**config.mk**
```make
export PLATFORM = sky130hd
export DESIGN_NAME = windowed_gc_depth_stats
export DESIGN_NICKNAME = d
export VERILOG_FILES = /design/src/hdl/wgcds_pkg.sv /design/src/hdl/wgcds_divider.sv /design/src/hdl/windowed_gc_depth_stats.sv
export SDC_FILE = /design/constraint.sdc
export NUM_CORES = 1
export LEC_CHECK = 0
export BUFFER_PORTS_ARGS = -buffer_cell sky130_fd_sc_hd__buf_2
export CORE_AREA = 2 2 219 221
export DETAILED_ROUTE_END_ITERATION = 6
export DIE_AREA = 0 0 221 223
export PLACE_DENSITY = 0.76
export SYNTH_ARGS = -nofsm -noshare
export SYNTH_HDL_FRONTEND = slang
export SYNTH_SLANG_ARGS = --single-unit
```
**constraint.sdc**
```tcl
create_clock -name clk -period 17.2 [get_ports clk]
set_clock_uncertainty 0.2 [all_clocks]
set_input_delay 0.86 -clock clk [delete_from_list [all_inputs] [get_ports clk]]
set_output_delay 0.86 -clock clk [all_outputs]
set_load 0.03 [all_outputs]
```
**src/hdl/wgcds_pkg.sv**
```systemverilog
// Shared constants and types for the windowed GC and depth statistics block.
// No dependencies; imported by wgcds_divider and windowed_gc_depth_stats.
package wgcds_pkg;

    // Default sizes for the top-level parameters
    localparam int COUNT_BITS_DEF = 16;
    localparam int DEPTH_BITS_DEF = 32;

    // Fixed field widths
    localparam int WIDTH_BITS = 16;
    localparam int SUM_BITS   = 48;
    localparam int MEAN_BITS  = 40;
    localparam int RATE_BITS  = 15;
    localparam int BIN_BITS   = 7;
    localparam int STAT_BITS  = 2;

    // Shared divider: dividend holds the scaled GC count or depth_sum << 8, divisor holds known bases
    localparam int DIV_BITS = SUM_BITS + 8;
    localparam int DSR_BITS = WIDTH_BITS;
    localparam int DIV_CNT_BITS = $clog2(DIV_BITS);

    // Window width after reset
    localparam logic [WIDTH_BITS-1:0] WIDTH_RESET = 16'd100;

    // Decision thresholds
    localparam logic [WIDTH_BITS-1:0] MIN_KNOWN  = 16'd30;
    localparam logic [DIV_BITS-1:0]   RATE_SCALE = 56'd25600;
    localparam logic [SUM_BITS-1:0]   SUM_MAX    = '1;
    localparam logic [DIV_BITS-1:0]   MEAN_MAX   = 56'(((64'd1) << MEAN_BITS) - 64'd1);

    // ASCII base codes
    localparam logic [7:0] BASE_G_UC = 8'h47;
    localparam logic [7:0] BASE_C_UC = 8'h43;
    localparam logic [7:0] BASE_N_UC = 8'h4E;
    localparam logic [7:0] BASE_G_LC = 8'h67;
    localparam logic [7:0] BASE_C_LC = 8'h63;
    localparam logic [7:0] BASE_N_LC = 8'h6E;

    // Window status codes
    typedef enum logic [STAT_BITS-1:0] {
        STATUS_ACCEPT = 2'd0,
        STATUS_REJECT = 2'd1,
        STATUS_ALL_N  = 2'd2
    } win_status_t;

endpackage

```
**src/hdl/wgcds_divider.sv**
```systemverilog
// Restoring divider, one quotient bit per cycle, shared by the rate and mean paths.
// Depends on wgcds_pkg for the dividend and divisor widths.
module wgcds_divider
    import wgcds_pkg::*;
(
    input  logic                clk,
    input  logic                rst_n,
    input  logic                start,
    input  logic [DIV_BITS-1:0] dividend,
    input  logic [DSR_BITS-1:0] divisor,
    output logic                done,
    output logic [DIV_BITS-1:0] quotient
);

    localparam logic [DIV_CNT_BITS-1:0] LAST_STEP = DIV_CNT_BITS'(DIV_BITS - 1);

    logic                    busy_reg;
    logic                    done_reg;
    logic [DIV_CNT_BITS-1:0] cnt_reg;
    logic [DSR_BITS-1:0]     rem_reg;
    logic [DSR_BITS-1:0]     rem_next;
    logic [DSR_BITS-1:0]     dsr_reg;
    logic [DIV_BITS-1:0]     nq_reg;
    logic [DSR_BITS:0]       trial;
    logic                    ge;

    // Trial subtract of the divisor from the shifted partial remainder
    always_comb
    begin
        trial    = {rem_reg, nq_reg[DIV_BITS-1]};
        ge       = (trial >= {1'b0, dsr_reg});
        rem_next = ge ? DSR_BITS'(trial - {1'b0, dsr_reg}) : trial[DSR_BITS-1:0];
    end

    // Step counter and completion pulse
    always_ff @(posedge clk or negedge rst_n)
    begin
        if (!rst_n)
        begin
            busy_reg <= 1'b0;
            done_reg <= 1'b0;
            cnt_reg  <= '0;
        end
        else
        begin
            done_reg <= busy_reg && (cnt_reg == LAST_STEP);
            if (start)
            begin
                busy_reg <= 1'b1;
                cnt_reg  <= '0;
            end
            else if (busy_reg)
            begin
                cnt_reg <= cnt_reg + 1'b1;
                if (cnt_reg == LAST_STEP)
                begin
                    busy_reg <= 1'b0;
                end
            end
        end
    end

    // Shift the dividend out and the quotient bits in
    always_ff @(posedge clk)
    begin
        if (start)
        begin
            nq_reg  <= dividend;
            rem_reg <= '0;
            dsr_reg <= divisor;
        end
        else if (busy_reg)
        begin
            rem_reg <= rem_next;
            nq_reg  <= {nq_reg[DIV_BITS-2:0], ge};
        end
    end

    assign done     = done_reg;
    assign quotient = nq_reg;

endmodule

```
**src/hdl/windowed_gc_depth_stats.sv**
```systemverilog
// Windowed GC content and mean depth statistics over a stream of reference bases.
// A base that does not close a window passes through accept and counter update.
// A closing base then passes prep, the GC rate and the mean division in the bit-serial divider
// before its result loads the output register; a rejected window skips the mean division.
// Reset (rst_n, async low) clears counters, the sequencer and the output valid;
// window_width returns to 100. Depends on wgcds_pkg and wgcds_divider.
module windowed_gc_depth_stats
    import wgcds_pkg::*;
#(
    parameter int COUNT_BITS = COUNT_BITS_DEF,
    parameter int DEPTH_BITS = DEPTH_BITS_DEF
)
(
    input  logic                  clk,
    input  logic                  rst_n,
    // Configuration write channel
    input  logic                  cfg_valid,
    output logic                  cfg_ready,
    input  logic [WIDTH_BITS-1:0] cfg_data,
    // Input item channel
    input  logic                  in_valid,
    output logic                  in_stall,
    input  logic [7:0]            base_code,
    input  logic [31:0]           depth,
    input  logic                  seq_start,
    // Result item channel
    output logic                  out_valid,
    input  logic                  out_stall,
    output logic [STAT_BITS-1:0]  status,
    output logic [BIN_BITS-1:0]   gc_bin,
    output logic [RATE_BITS-1:0]  gc_rate_fixed,
    output logic [MEAN_BITS-1:0]  mean_depth_fixed
);

    localparam int CMP_W = (COUNT_BITS > WIDTH_BITS) ? COUNT_BITS : WIDTH_BITS;
    localparam int RJ_W  = CMP_W + 2;
    localparam logic [COUNT_BITS-1:0] COUNT_MAX = '1;
    localparam logic [31:0] DEPTH_MAX = 32'(((64'd1) << DEPTH_BITS) - 64'd1);
    localparam logic [DIV_BITS-1:0] RATE_MAX = RATE_SCALE;

    typedef enum logic [5:0] {
        ST_IDLE   = 6'b000001,
        ST_UPDATE = 6'b000010,
        ST_PREP   = 6'b000100,
        ST_GCDIV  = 6'b001000,
        ST_MDIV   = 6'b010000,
        ST_DONE   = 6'b100000
    } state_t;

    state_t                  state_reg;
    state_t                  state_next;
    logic [WIDTH_BITS-1:0]   width_reg;

    // Window counters
    logic [COUNT_BITS-1:0]   pos_reg;
    logic [COUNT_BITS-1:0]   gc_reg;
    logic [COUNT_BITS-1:0]   unk_reg;
    logic [SUM_BITS-1:0]     sum_reg;

    // Captured item
    logic [7:0]              base_reg;
    logic [DEPTH_BITS-1:0]   depth_reg;
    logic                    seq_reg;

    // Snapshot of the closed window
    logic [COUNT_BITS-1:0]   gc_snap_reg;
    logic [COUNT_BITS-1:0]   unk_snap_reg;
    logic [SUM_BITS-1:0]     sum_snap_reg;
    logic [WIDTH_BITS-1:0]   w_snap_reg;
    logic [DSR_BITS-1:0]     known_reg;
    logic                    reject_reg;

    // Result being assembled and output register
    win_status_t             res_status_reg;
    logic [RATE_BITS-1:0]    res_rate_reg;
    logic [MEAN_BITS-1:0]    res_mean_reg;
    logic                    out_valid_reg;
    win_status_t             out_status_reg;
    logic [BIN_BITS-1:0]     out_bin_reg;
    logic [RATE_BITS-1:0]    out_rate_reg;
    logic [MEAN_BITS-1:0]    out_mean_reg;

    // Update-stage signals
    logic [WIDTH_BITS-1:0]   w_eff;
    logic [COUNT_BITS-1:0]   pos_base;
    logic [COUNT_BITS-1:0]   pos_inc;
    logic [COUNT_BITS-1:0]   gc_base;
    logic [COUNT_BITS-1:0]   unk_base;
    logic [SUM_BITS-1:0]     sum_base;
    logic [SUM_BITS:0]       sum_add;
    logic [SUM_BITS-1:0]     sum_sat;
    logic                    is_gc;
    logic                    is_n;
    logic                    close_win;

    // Prep-stage signals
    logic                    all_n;
    logic [DSR_BITS-1:0]     known;
    logic                    reject;
    logic [DIV_BITS-1:0]     gc_scaled;

    // Divider connection
    logic                    div_start;
    logic [DIV_BITS-1:0]     div_dividend;
    logic [DSR_BITS-1:0]     div_divisor;
    logic                    div_done;
    logic [DIV_BITS-1:0]     div_quot;
    logic [DIV_BITS-1:0]     rate_sat;
    logic [DIV_BITS-1:0]     mean_sat;
    logic                    out_load;

    assign cfg_ready = 1'b1;
    assign in_stall  = (state_reg != ST_IDLE);
    assign out_load  = (state_reg == ST_DONE) && (!out_valid_reg || !out_stall);

    // Classify the base and apply sequence start to the counters
    always_comb
    begin
        w_eff     = (width_reg == '0) ? WIDTH_BITS'(1) : width_reg;
        is_gc     = (base_reg == BASE_G_UC) || (base_reg == BASE_C_UC) ||
                    (base_reg == BASE_G_LC) || (base_reg == BASE_C_LC);
        is_n      = (base_reg == BASE_N_UC) || (base_reg == BASE_N_LC);
        pos_base  = seq_reg ? '0 : pos_reg;
        gc_base   = seq_reg ? '0 : gc_reg;
        unk_base  = seq_reg ? '0 : unk_reg;
        sum_base  = seq_reg ? '0 : sum_reg;
        pos_inc   = (pos_base == COUNT_MAX) ? COUNT_MAX : pos_base + 1'b1;
        close_win = (CMP_W'(pos_inc) >= CMP_W'(w_eff));
        sum_add   = {1'b0, sum_base} + (SUM_BITS + 1)'(depth_reg);
        sum_sat   = sum_add[SUM_BITS] ? SUM_MAX : sum_add[SUM_BITS-1:0];
    end

    // Classify the closed window, scale the GC count and saturate the quotients
    always_comb
    begin
        all_n     = (CMP_W'(unk_snap_reg) >= CMP_W'(w_snap_reg));
        known     = w_snap_reg - WIDTH_BITS'(unk_snap_reg);
        reject    = ((RJ_W'(unk_snap_reg) << 2) >=
                     (RJ_W'({w_snap_reg, 1'b0}) + RJ_W'(w_snap_reg))) ||
                    (known <= MIN_KNOWN);
        gc_scaled = (DIV_BITS'(gc_snap_reg) << 14) + (DIV_BITS'(gc_snap_reg) << 13) +
                    (DIV_BITS'(gc_snap_reg) << 10);
        rate_sat  = (div_quot > RATE_MAX) ? RATE_MAX : div_quot;
        mean_sat  = (div_quot > MEAN_MAX) ? MEAN_MAX : div_quot;
    end

    // Feed the shared divider: GC rate first, then mean depth
    always_comb
    begin
        div_start    = 1'b0;
        div_dividend = DIV_BITS'(gc_scaled);
        div_divisor  = known;
        if ((state_reg == ST_PREP) && !all_n)
        begin
            div_start = 1'b1;
        end
        else if ((state_reg == ST_GCDIV) && div_done && !reject_reg)
        begin
            div_start    = 1'b1;
            div_dividend = {sum_snap_reg, 8'd0};
            div_divisor  = known_reg;
        end
    end

    // Sequencer next state
    always_comb
    begin
        state_next = state_reg;
        case (state_reg)
            ST_IDLE:
            begin
                if (in_valid)
                begin
                    state_next = ST_UPDATE;
                end
            end
            ST_UPDATE:
            begin
                state_next = close_win ? ST_PREP : ST_IDLE;
            end
            ST_PREP:
            begin
                state_next = all_n ? ST_DONE : ST_GCDIV;
            end
            ST_GCDIV:
            begin
                if (div_done)
                begin
                    state_next = reject_reg ? ST_DONE : ST_MDIV;
                end
            end
            ST_MDIV:
            begin
                if (div_done)
                begin
                    state_next = ST_DONE;
                end
            end
            ST_DONE:
            begin
                if (out_load)
                begin
                    state_next = ST_IDLE;
                end
            end
            default:
            begin
                state_next = ST_IDLE;
            end
        endcase
    end

    // Control state: sequencer, config register, window counters, output valid
    always_ff @(posedge clk or negedge rst_n)
    begin
        if (!rst_n)
        begin
            state_reg     <= ST_IDLE;
            width_reg     <= WIDTH_RESET;
            pos_reg       <= '0;
            gc_reg        <= '0;
            unk_reg       <= '0;
            sum_reg       <= '0;
            out_valid_reg <= 1'b0;
        end
        else
        begin
            state_reg <= state_next;
            if (cfg_valid && cfg_ready)
            begin
                width_reg <= cfg_data;
            end
            if (state_reg == ST_UPDATE)
            begin
                if (close_win)
                begin
                    // Restart the window with the closing base
                    pos_reg <= COUNT_BITS'(1);
                    gc_reg  <= is_gc ? COUNT_BITS'(1) : '0;
                    unk_reg <= is_n ? COUNT_BITS'(1) : '0;
                    sum_reg <= is_n ? '0 : SUM_BITS'(depth_reg);
                end
                else
                begin
                    pos_reg <= pos_inc;
                    gc_reg  <= (is_gc && (gc_base != COUNT_MAX)) ? gc_base + 1'b1 : gc_base;
                    unk_reg <= (is_n && (unk_base != COUNT_MAX)) ? unk_base + 1'b1 : unk_base;
                    sum_reg <= is_n ? sum_base : sum_sat;
                end
            end
            if (out_load)
            begin
                out_valid_reg <= 1'b1;
            end
            else if (!out_stall)
            begin
                out_valid_reg <= 1'b0;
            end
        end
    end

    // Payload: captured item, window snapshot, results
    always_ff @(posedge clk)
    begin
        if ((state_reg == ST_IDLE) && in_valid)
        begin
            base_reg  <= base_code;
            depth_reg <= (depth > DEPTH_MAX) ? DEPTH_MAX[DEPTH_BITS-1:0]
                                             : depth[DEPTH_BITS-1:0];
            seq_reg   <= seq_start;
        end
        if ((state_reg == ST_UPDATE) && close_win)
        begin
            gc_snap_reg  <= gc_base;
            unk_snap_reg <= unk_base;
            sum_snap_reg <= sum_base;
            w_snap_reg   <= w_eff;
        end
        if (state_reg == ST_PREP)
        begin
            known_reg    <= known;
            reject_reg   <= reject;
            res_rate_reg <= '0;
            res_mean_reg <= '0;
            res_status_reg <= all_n ? STATUS_ALL_N : (reject ? STATUS_REJECT : STATUS_ACCEPT);
        end
        if ((state_reg == ST_GCDIV) && div_done)
        begin
            res_rate_reg <= RATE_BITS'(rate_sat);
        end
        if ((state_reg == ST_MDIV) && div_done)
        begin
            res_mean_reg <= MEAN_BITS'(mean_sat);
        end
        if (out_load)
        begin
            out_status_reg <= res_status_reg;
            out_bin_reg    <= res_rate_reg[RATE_BITS-1:8];
            out_rate_reg   <= (res_status_reg == STATUS_ACCEPT) ? res_rate_reg : '0;
            out_mean_reg   <= res_mean_reg;
        end
    end

    // Shared bit-serial divider
    wgcds_divider u_divider (
        .clk      (clk),
        .rst_n    (rst_n),
        .start    (div_start),
        .dividend (div_dividend),
        .divisor  (div_divisor),
        .done     (div_done),
        .quotient (div_quot)
    );

    assign out_valid        = out_valid_reg;
    assign status           = out_status_reg;
    assign gc_bin           = out_bin_reg;
    assign gc_rate_fixed    = out_rate_reg;
    assign mean_depth_fixed = out_mean_reg;

endmodule
```
==> impl_metrics.yaml <==
status:
  status: "finished clean"
worst_setup_path:
  rr_worst_depth: 19
  crit_path_start_kind: "register"
  worst_ep_arrival_time_ns: 6.85
  slowest_stage: "nand2_1"
  cp_slowest_stage_delay_ns: 0.70
  path_class: "register to register"
  cp.required_ns: 17.55
  cp_max_fo: 42
  end_kind: "register"
  r2r_start: "seq_reg"
  rr_endpoint: "sum_reg[20]"
  ff2ff_setup_slack_ns: 10.70
  critical_path_buf_inv_count: 2
  cp_cell_sequence: "buf_4 -> nor2b_1 -> ha_1 -> and3_1 -> nand2_1 -> nor2_1 -> and2_1 -> nand4_1 -> o21ai_0 -> ha_1 -> a21o_1 -> a21o_1 -> a221o_1 -> a221oi_1 -> o31a_1 -> buf_4 -> nand2_1 -> o21ai_0 -> a221o_1"
  critPathTopFamily: "compound AO/OA/AOI/OAI gates"
timing:
  finalHoldViolations: 0
  relSlewSlack: 0.2184
  timing.fmax_mhz: 154.0
  setup-violations-final: 0
  grt_setup_unrepaired: "no"
  holdWs_ns: 0.09987
  final_max_slew_viol_count: 0
  tightest_slew_ns: 1.170
  finalSetupTns_ns: 0
  min_period_over_period: 0.3776
  min_period_ns: 6.495
global_route:
  grt_pass1_vias: 18190
  track_usage: 0.2340
  antenna_found_initial: 0
  grt_max_degree: 81
  grt_pass1_wl_um: 93830
  overflow: 0
synth:
  synth-edff-count: 346
  synth_area_per_cell_um2: 10.69
  synth_seq_cells: 489
  synthFlopType: "edfxtp_1"
  yosysUniqueCellTypes: 87
  synth_area_um2: 25620
  ys_seq_area_frac: 0.5423
  synthArstFlopShare: 0.2597
  syn_inst: 2396
  ys.warnings.count: 0
  syn_nets: 2611
layout:
  nNetsFinal: 2690
  drive_above_1_share: 0.1124
  antenna_cells: 0
  largest_register_ffs: 56
  areaGrowthSynthToFinish_pct: 11.17
routing:
  first_pass_iters: 5
  drt_wl_total_um: 58140
  drc: 0
  detail_route.iter0.violations: 1545
  routedWlPerCell_um: 18.56
  ant_nets: 0
  dr_total_vias: 18640
  vias_per_cell: 5.952
clock_network:
  cts_inserted_buffers: 50
  cts_root_buffer: "clkbuf_16"
  post_cts_buffers: 0
  clk_path_buf_depth: 3
  cts_sinks: 489
  cts_tree: "yes"
  cts_hold_buffers: 0
  cts_resized: 0
  clock_latency_ns: 0.62
  h-tree-depth: 2
  clk_pin_slew_worst_paths_ns: 0.06
pwr:
  p_leak_nw: 11.66
  p_total_mw: 3.031
  powerDensity_nw_per_um2: 106.4
  vdd_drop_max_uv: 96.25
floorplan:
  dieWidth_um: 221
  placementRows: 80
  initial_core_util: 0.5434
  dieHeight_um: 223
  ios: 129
  die-area_um2: 49280
  core-area_um2: 47150
placed_design:
  port-buffer-count: 126
  place_hpwl_um: 40330
  place_congestion: 0.8977
hold_path:
  hold_class: "input pin to asynchronous set/reset pin"
job:
  cap_violations: 0
[kinds of logic (layout without fill, tap and decap cells)]
family	count (synthesis)	in the layout	share of synthesized area
and+or+nand+nor	832	832	0.1595
muxes	16	16	0.006544
xor gates and xnor gates	88	88	0.03008
DFF	489	489	0.5423
other	1	1	0.0001464
adders and majority gates	153	153	0.07970
AOI/OAI and AO/OA	588	588	0.1471
buffers and inverters	229	350	0.03463
[cells in the final DEF (no fill, tap or decap), types with 49 or more instances in the layout]
master and n:
a21o_1 49, a21oi_1 147, and2_1 49, buf_2 125, clkbuf_16 50, dfrtp_1 123
edfxtp_1 346, ha_1 136, inv_1 110, nand2_1 235, nand3_1 82, nor2_1 188
nor2b_1 89, o21ai_0 170, xnor2_1 55
[final cells by class]
| cell class | count | area [um^2] |
|---|---|---|
| clock inverter | 34 | 422.9 |
| timing repair buffer | 146 | 787.0 |
| clock buffer | 60 | 1309 |
| inverter | 110 | 412.9 |
| sequential | 489 | 13890 |
| multi-input combinational | 1678 | 10890 |
| fill | 3757 | 18660 |
| tap | 615 | 769.5 |
[where the power goes]
group          internal, mW  leakage, nW  switching [mW]  total, mW
clock                 0.669        0.838           0.465       1.13
combinational         0.201         5.72           0.322      0.524
sequential             1.33         5.11          0.0413       1.37
total                  2.20         11.7           0.829       3.03
[cells in the mapped netlist (all sizes together), types with 17 or more instances]
cell	number	area (um^2)
a21o	49	367.9
a21oi	153	784.5
a221o	24	240.2
a22oi	24	180.2
and2	50	314.1
and3	26	163.9
buf	24	117.6
clkbuf	95	356.6
dfrtp	123	3078
edfxtp	346	10390
fa	17	340.3
ha	136	1702
inv	110	412.9
nand2	235	882.1
nand3	82	410.4
nand4	35	219.0
nor2	193	729.5
nor2b	91	579.3
nor3	35	175.2
nor4	26	181.4
o21ai	179	899.6
o31ai	20	155.1
xnor2	55	481.7
xor2	33	289.0
[metal layers]
metal / vias up / global-route usage / part of all wire
met5: - / 0 / 0
met4: 0 / 0.07188 / 0.023
met3: 101 / 0.03648 / 0.065
met2: 655 / 0.3816 / 0.47
met1: 8988 / 0.3248 / 0.44
li1: 8898 / - / -
[stage by stage]
stage                     instance area [um^2]  setup WS (ns)  utilization  cells
after floorplan                          25620          8.108            -   2396
after global placement                   26750          11.03       0.5674   3038
after detailed placement                 26750          10.81       0.5674   3038
after CTS                                28480          10.75       0.6041   3132
after global routing                     28480          10.15       0.6041   3132
final                                    28480          10.70       0.6041   3132
[worst max path at each step]
stage | startpoint | endpoint | slack, ns | cells after the start
after global placement | seq_reg | sum_reg[20] | 11.03 | 19
final | seq_reg | sum_reg[20] | 10.70 | 19
after floorplan | seq_reg | gc_snap_reg[0] | 8.11 | 24
after detailed placement | seq_reg | sum_reg[20] | 10.81 | 19
after CTS | seq_reg | sum_reg[20] | 10.75 | 19
after global routing | seq_reg | sum_reg[22] | 10.15 | 20
Power figures use the tool's default switching activity.
